[src/rtl/mrsm_pkg.sv]
// Shared types and codes of the multicast ring slot manager
package mrsm_pkg;
    localparam logic [2:0] OP_OPEN  = 3'd0;
    localparam logic [2:0] OP_CLOSE = 3'd1;
    localparam logic [2:0] OP_WRITE = 3'd2;
    localparam logic [2:0] OP_READ  = 3'd3;
    localparam logic [2:0] OP_POLL  = 3'd4;

    localparam logic [2:0] ST_OK      = 3'd0;
    localparam logic [2:0] ST_BLOCK   = 3'd1;
    localparam logic [2:0] ST_NO_BIT  = 3'd2;
    localparam logic [2:0] ST_BAD_LEN = 3'd3;
    localparam logic [2:0] ST_OFFLINE = 3'd4;

    localparam logic CFG_MAX_LEN = 1'b0;
    localparam logic CFG_SLOTS   = 1'b1;

    // Result item as it travels to the output register
    typedef struct packed {
        logic [2:0]  status;
        logic [5:0]  assigned_reader;
        logic [5:0]  slot_index;
        logic [15:0] length_out;
        logic        readable;
        logic        hung_up;
        logic        slot_freed;
    } result_t;
endpackage

[src/rtl/mrsm_out_reg.sv]
// Output register stage of the result channel
module mrsm_out_reg
    import mrsm_pkg::*;
(
    input  logic    clk,
    input  logic    rst_n,
    input  logic    load,
    input  result_t res_in,
    input  logic    take,
    output logic    full,
    output result_t res_out
);
    logic full_reg;
    result_t res_reg;

    // Hold a result until the receiver takes it
    always_ff @(posedge clk or negedge rst_n)
    begin
        if (!rst_n)
        begin
            full_reg <= 1'b0;
        end
        else if (load)
        begin
            full_reg <= 1'b1;
        end
        else if (take)
        begin
            full_reg <= 1'b0;
        end
    end

    always_ff @(posedge clk)
    begin
        if (load)
        begin
            res_reg <= res_in;
        end
    end

    assign full = full_reg;
    assign res_out = res_reg;
endmodule

[config.mk]
export PLATFORM = sky130hd
export DESIGN_NAME = mrsm_out_reg
export DESIGN_NICKNAME = d
export VERILOG_FILES = /design/src/rtl/mrsm_pkg.sv /design/src/rtl/mrsm_out_reg.sv
export SDC_FILE = /design/constraint.sdc
export NUM_CORES = 1
export LEC_CHECK = 0
export ABC_AREA = 1
export BUFFER_PORTS_ARGS = -buffer_cell sky130_fd_sc_hd__buf_2
export CELL_PAD_IN_SITES_DETAIL_PLACEMENT = 2
export CELL_PAD_IN_SITES_GLOBAL_PLACEMENT = 2
export CORE_MARGIN = 1
export CORE_UTILIZATION = 28
export DETAILED_ROUTE_END_ITERATION = 12
export MAX_ROUTING_LAYER = met4
export PLACE_DENSITY = 0.84
export RECOVER_POWER = 100
export SETUP_SLACK_MARGIN = 0.3
export SLEW_MARGIN = 10
export SYNTH_ARGS = -nofsm -noshare
export SYNTH_HDL_FRONTEND = slang
export SYNTH_SLANG_ARGS = --single-unit
[constraint.sdc]
create_clock -name clk -period 1.1 [get_ports clk]
set_clock_uncertainty 0.15 [all_clocks]
set_input_delay 0.055 -clock clk [delete_from_list [all_inputs] [get_ports clk]]
set_output_delay 0.055 -clock clk [all_outputs]
set_load 0.05 [all_outputs]
## Word level (Yosys, flattened, before mapping)

Index checks and enable logic that the tools add are counted.

| word-level totals | value |
|---|---|
| bits in registers | 35 |
| bits of input ports | 38 |
| output and inout port bits | 35 |
| word-level logic and storage cells | 11 |

| operators by class | value |
|---|---|
| multiplexer cells | 2 |
| reductions and logical operators | 1 |

Operators with widths:

| operator | number |
|---|---|
| 1-bit 2-to-1 mux | 2 |
| 2-bit nonzero test | 1 |

## Longest topological paths before layout

Gate-level depths: netlist of run 1.

| depth | value |
|---|---|
| depth in word-level cells | 2 |
| mapped depth | 3 |
| gate-level depth less buffers | 3 |

## Least setup slack after synthesis of run 1

No wires, ideal clock.

| timing path | value |
|---|---|
| path kind | reg-to-reg |
| from | register full (netlist name) |
| to | register full_reg (netlist: full) |
| library setup time | 0.119 ns |
| data arrival time | 0.713 ns |
| required time | 0.831 ns |
| setup slack | 0.118 ns |
| stages on the path, launching flop included | 3 |
| buffers on the path | 0 |
| clock period less this slack | 0.982 ns |
| path through | dfrtp_1 -> nand2_1 -> nand2_1 |

RTL lines:

| what | RTL line | source |
|---|---|---|
| end signal, assigned | mrsm_out_reg.sv:21 | `full_reg <= 1'b0;` |
| end signal, assigned | mrsm_out_reg.sv:25 | `full_reg <= 1'b1;` |
| end signal, assigned | mrsm_out_reg.sv:29 | `full_reg <= 1'b0;` |
| end, declared | mrsm_out_reg.sv:13 | `logic full_reg;` |

## Worst setup path in the final report of run 1

| timing path | value |
|---|---|
| from | register res_reg, in the netlist res_out[6] |
| to | output res_out[6] in the netlist's numbering |

RTL lines:

| what | RTL line | source |
|---|---|---|
| start, declared | mrsm_out_reg.sv:14 | `result_t res_reg;` |
| start signal, assigned | mrsm_out_reg.sv:37 | `res_reg <= res_in;` |
| end, declared | mrsm_out_reg.sv:11 | `output result_t res_out` |

No word-level cell between the ends.

==> results of run 1 <==
==> power groups by stage <==
stage / registers (mW) / clock network (mW) / logic (mW)
floorplan: 2.01 / 0 / 0.00315
global placement: 1.63 / 0 / 0.567
detailed placement: 1.64 / 0 / 0.578
CTS: 1.63 / 1.14 / 0.727
global route: 1.64 / 1.19 / 0.752
finish: 1.63 / 1.10 / 0.725
==> layout by cell type, fill, tap and decap left out, types with 2 or more instances in the layout <==
master / count
edfxtp_1: 34
clkdlybuf4s25_1: 8
clkbuf_2: 2
buf_6: 24
dlygate4sd3_1: 8
buf_2: 36
clkbuf_1: 2
buf_4: 10
clkbuf_8: 5
inv_1: 2
==> cell type report <==
| class | count | area share [%] |
|---|---|---|
| well taps | 46 | 2.94 |
| flip-flops and latches | 35 | 53.6 |
| multi-input cells | 2 | 0.896 |
| repair buffers | 91 | 36.7 |
| clock buffers | 5 | 3.52 |
| clock inverters | 3 | 1.98 |
| inverters | 2 | 0.384 |
==> per-layer routing <==
metal | share of wire, % | vias to the layer above | GRT usage (%)
met5 | 0 | - | -
met2 | 61 | 47 | 31.9
met4 | 0.58 | 0 | 4.26
li1 | - | 346 | -
met1 | 31 | 361 | 13.4
met3 | 7.0 | 2 | 6.34
==> repair_timing <==
action	4_1_cts	5_1_grt
setup endpoints to repair	35	44
hold buffers	10	6
pin swaps	0	0
setup buffers	0	1
gates resized for setup	70	13
hold endpoints to repair	36	32
==> kinds of logic after synthesis <==
group	synth area share [%]
simple gates	0.708
flops	98.6
buf+inv	0.708
==> through the flow <==
stage               TNS, ns  power [mW]
CTS                       0        3.51
detailed placement        0        2.22
floorplan                 0        2.01
global route        -0.0208        3.58
global placement          0        2.20
finish                    0        3.46
==> worst min path at each step <==
stage,slack (ns),cells after the start,endpoint
6_report,-0.20,1,res_out[3]
5_1_grt,-0.21,1,res_out[28]
4_1_cts,-0.21,1,res_out[3]
3_5_place_dp,-0.32,1,full
3_3_place_gp,-0.32,1,full
2_1_floorplan,-0.39,0,full
==> impl_metrics.json, run 1 <==
{
  "synth_warnings": 0,
  "cts.sinks": 35,
  "antenna_found_initial": 0,
  "die_area_mm2": 0.00404,
  "rrSetupSlack_ns": 0.18,
  "worst_ep_arrival_time_ns": 0.88,
  "p_switching_uw": 952,
  "synth-edff-count": 34,
  "multi_input_area_um2": 17.5,
  "initial_utilization_pct": 30.6,
  "ys_seq_area_share_pct": 98.6,
  "path_class": "reg2out",
  "clockBufferDepth": 2,
  "cp_max_fo": 1,
  "r2r-end": "full",
  "leakagePower_nw": 0.835,
  "synth_top_area_share_pct": 96.2,
  "dp_cells": 159,
  "utilization_pct": 56.4,
  "ys_seq_elements": 35,
  "peakVddDrop_uv": 937,
  "ctsRootBufferMaster": "clkbuf_8",
  "globalRouteOverflowTotal": 0,
  "fillers": 333,
  "seqCellArea_mm2": 0.00105,
  "drt_iter0_drc": 21,
  "synth_most_common_cell": "edfxtp_1",
  "grt_pass1_wl_um": 4440,
  "hold_violations": 21,
  "synth_top_flop_cell": "edfxtp_1",
  "numCtsBuffers": 5,
  "syn_nets": 77,
  "hp-class": "in2reg",
  "seq_power_share_pct": 47.2,
  "reg2reg_from": "full",
  "grt_start_max_net_pins": 19,
  "die_h_um": 63.6,
  "p_per_area_mw_per_mm2": 1770,
  "syn_area_mm2": 0.00106,
  "p_sw_share_pct": 27.5,
  "synthTopCellsByArea": "edfxtp_1 96%, dfrtp_1 2.4%, inv_1 0.71%",
  "drive_gt1_share_pct": 60.1,
  "pwr-share-comb_pct": 21.0,
  "p_int_mw": 2.51,
  "wl_um": 3090,
  "pre_cts_slack_ns": 0.286,
  "place_area_mm2": 0.00152,
  "grt.total_usage_pct": 16.1,
  "synth_top_area_cell": "edfxtp_1",
  "setup_slack_ns": 0.0160,
  "synth.distinct_cells": 4,
  "crit_chain": "buf_6",
  "drcViolationCount": 0,
  "finalInstanceArea_mm2": 0.00196,
  "cts_tree": "done",
  "min_period_ns": 1.08,
  "gp_congestion": 0.638,
  "yosys-top-cells-count": "34 x edfxtp_1, 2 x inv_1, 2 x nand2_1, 1 x dfrtp_1",
  "via_count": 756,
  "coreArea_mm2": 0.00347,
  "violations": "negative hold slack",
  "worst_pin_slew_ns": 0.434,
  "crit_buf_inv": 1,
  "largest_reg_flops": 34,
  "portBuffers": 72,
  "syn_area_per_cell_um2": 27.2,
  "pwr-share-clk_pct": 31.9,
  "max_freq_ghz": 0.923,
  "maxSlewViolCount": 0,
  "diodes": 0,
  "wl_per_cell_um": 16.8,
  "finalSetupViolations": 0,
  "max_stage_delay_ns": 0.42,
  "cap_violations": 0,
  "synthToLayoutAreaGrowth_pct": 84.3,
  "clock_latency_ns": 0.28,
  "synth_cells": 39,
  "r2r_cells": 3,
  "std_cell_rows": 21,
  "start_kind": "register",
  "whs_ns": -0.200,
  "io_pins": 73,
  "fin_crit_sh_pct": 98.5,
  "grt_pass1_vias": 851,
  "final_cell_count_no_fill": 184,
  "crit_end": "res_out[6]",
  "cpLargestDelayFamily": "flip-flops",
  "required_ns": 0.89,
  "critPathLaunch": "res_out[6]",
  "viasPerCell": 4.11,
  "cts-htree-levels": 2,
  "async_reset_ff_share_pct": 2.86,
  "cpMaxStageDelayCell": "edfxtp_1",
  "rsz0062_at_grt": "true",
  "nNetsFinal": 175,
  "path_depth": 1,
  "end_kind": "primary output",
  "ant_nets": 0,
  "status": "finished, violations left",
  "die_w_um": 63.6,
  "path_clk_slew_ns": 0.07,
  "dr.pass1.iters": 3,
  "min-delay-start": "res_in[3]",
  "slew_headroom_pct": 71.0
}
No activity file was read; power rests on OpenSTA's default activity.
==> run 2: changes to the inputs <==
Settings changed: PLACE_DENSITY 0.84 to not set, PLACE_DENSITY_LB_ADDON set to 0.1.
==> run 2 against run 1 <==
Compared with the run above:
- the run still ends with negative hold slack left
- first-iteration DRC count is 43% higher
- combinational power is 2.9% lower
- clock-buffer cell count is 2 higher
- cell count is 3.3% lower
- global-route usage is 1.5 points lower
- routed wire length is 2.8% lower
- critical path depth stayed put
- clock power is 22% lower
==> impl_metrics.json, run 2 (synthesis gave the netlist of run 1 again) <==
{
  "crit_chain": "buf_6",
  "slew_headroom_pct": 68.6,
  "end_kind": "primary output",
  "fin_crit_sh_pct": 96.9,
  "numCtsBuffers": 5,
  "via_count": 749,
  "hold_violations": 25,
  "finalPower_mw": 3.19,
  "coreArea_mm2": 0.00347,
  "crit_buf_inv": 1,
  "place_area_mm2": 0.00150,
  "maxSlewViolCount": 0,
  "start_kind": "register",
  "wl_um": 3010,
  "ant_nets": 0,
  "p_per_area_mw_per_mm2": 1710,
  "grt_pass1_vias": 793,
  "final_cell_count_no_fill": 178,
  "ctsRootBufferMaster": "clkbuf_8",
  "path_depth": 1,
  "whs_ns": -0.199,
  "rrSetupSlack_ns": 0.28,
  "nNetsFinal": 169,
  "worst_ep_arrival_time_ns": 0.86,
  "drt_iter0_drc": 30,
  "violations": "negative hold slack",
  "grt_start_max_net_pins": 36,
  "drcViolationCount": 0,
  "peakVddDrop_uv": 989,
  "pre_cts_slack_ns": 0.260,
  "dp_cells": 158,
  "antenna_found_initial": 0,
  "globalRouteOverflowTotal": 0,
  "hp-class": "in2reg",
  "finalInstanceArea_mm2": 0.00187,
  "portBuffers": 72,
  "initial_utilization_pct": 30.6,
  "wl_per_cell_um": 16.9,
  "min_period_ns": 1.07,
  "drive_gt1_share_pct": 60.6,
  "cts-htree-levels": 2,
  "setup_tns_ns": 0,
  "final_common_cell": "buf_2",
  "synthToLayoutAreaGrowth_pct": 76.4,
  "path_clk_slew_ns": 0.07,
  "critPathLaunch": "res_out[10]",
  "r2r_cells": 2,
  "viasPerCell": 4.21,
  "setup_slack_ns": 0.0345,
  "cap_violations": 0,
  "utilization_pct": 54.0,
  "diodes": 0,
  "grt.total_usage_pct": 14.7,
  "cpLargestDelayFamily": "flip-flops",
  "cpMaxStageDelayCell": "edfxtp_1",
  "largest_reg_flops": 34,
  "rsz0062_at_grt": "true",
  "die_area_mm2": 0.00404,
  "max_freq_ghz": 0.939,
  "reg2reg_from": "full",
  "min_path_cells": 1,
  "fillers": 333,
  "clockBufferDepth": 2,
  "min-delay-start": "res_in[26]",
  "multi_input_area_um2": 10.0,
  "leakagePower_nw": 0.798,
  "worst_pin_slew_ns": 0.470,
  "gp_congestion": 0.669,
  "finalSetupViolations": 0,
  "clock_latency_ns": 0.27,
  "grt_pass1_wl_um": 4020,
  "die_w_um": 63.6,
  "io_pins": 73,
  "cts.sinks": 35,
  "cp_max_fo": 1,
  "die_h_um": 63.6,
  "status": "finished, violations left",
  "dr.pass1.iters": 3,
  "max_stage_delay_ns": 0.41,
  "cts_tree": "done",
  "final_cell_mix": "36 x buf_2, 34 x edfxtp_1, 23 x buf_6",
  "required_ns": 0.89,
  "hpwl_um": 1950,
  "path_class": "reg2out",
  "seqCellArea_mm2": 0.00105,
  "std_cell_rows": 21
}
-- run 2: changes by cell type in the layout (fill, tap and decap cells not counted), sizes merged --
cell           change
dlygate4sd3        +2
bufinv             -1
clkdlybuf4s25      -6
clkinv             -1
-- run 2: final timing paths --
kind | endpoint
setup / recovery | res_out[10]
hold / removal | res_out[26]
setup reg to reg | full
hold reg to reg | full
max in group asynchronous | full
min in group asynchronous | full
-- run 2: report_power, final --
group / internal [mW] / switching, mW
registers: 1.58 / 0.0472
logic: 0.246 / 0.458
clock network: 0.443 / 0.415
-- run 2: area by class of cell --
cell class / count / share of cell area [%]
Inverter: 2 / 0.401
Clock inverter: 1 / 0.267
Multi-Input combinational cell: 2 / 0.535
Timing Repair Buffer: 85 / 35.7
Clock buffer: 7 / 4.08
Sequential cell: 35 / 55.9
Tap cell: 46 / 3.07
-- run 2: timing repair --
| action | 4_1_cts | 5_1_grt |
|---|---|---|
| hold buffers | 4 | 8 |
| hold endpoints to repair | 36 | 35 |
| setup buffers | 0 | 0 |
| resized for setup | 70 | 5 |
| setup endpoints to repair | 35 | 38 |
-- run 2: per-layer routing --
layer	vias up	part of all wire, %	track usage (%)
li1	334	-	-
met1	367	33	14.5
met2	46	59	24.9
met3	2	7.6	5.98
met4	0	0.50	6.82
met5	-	0	-
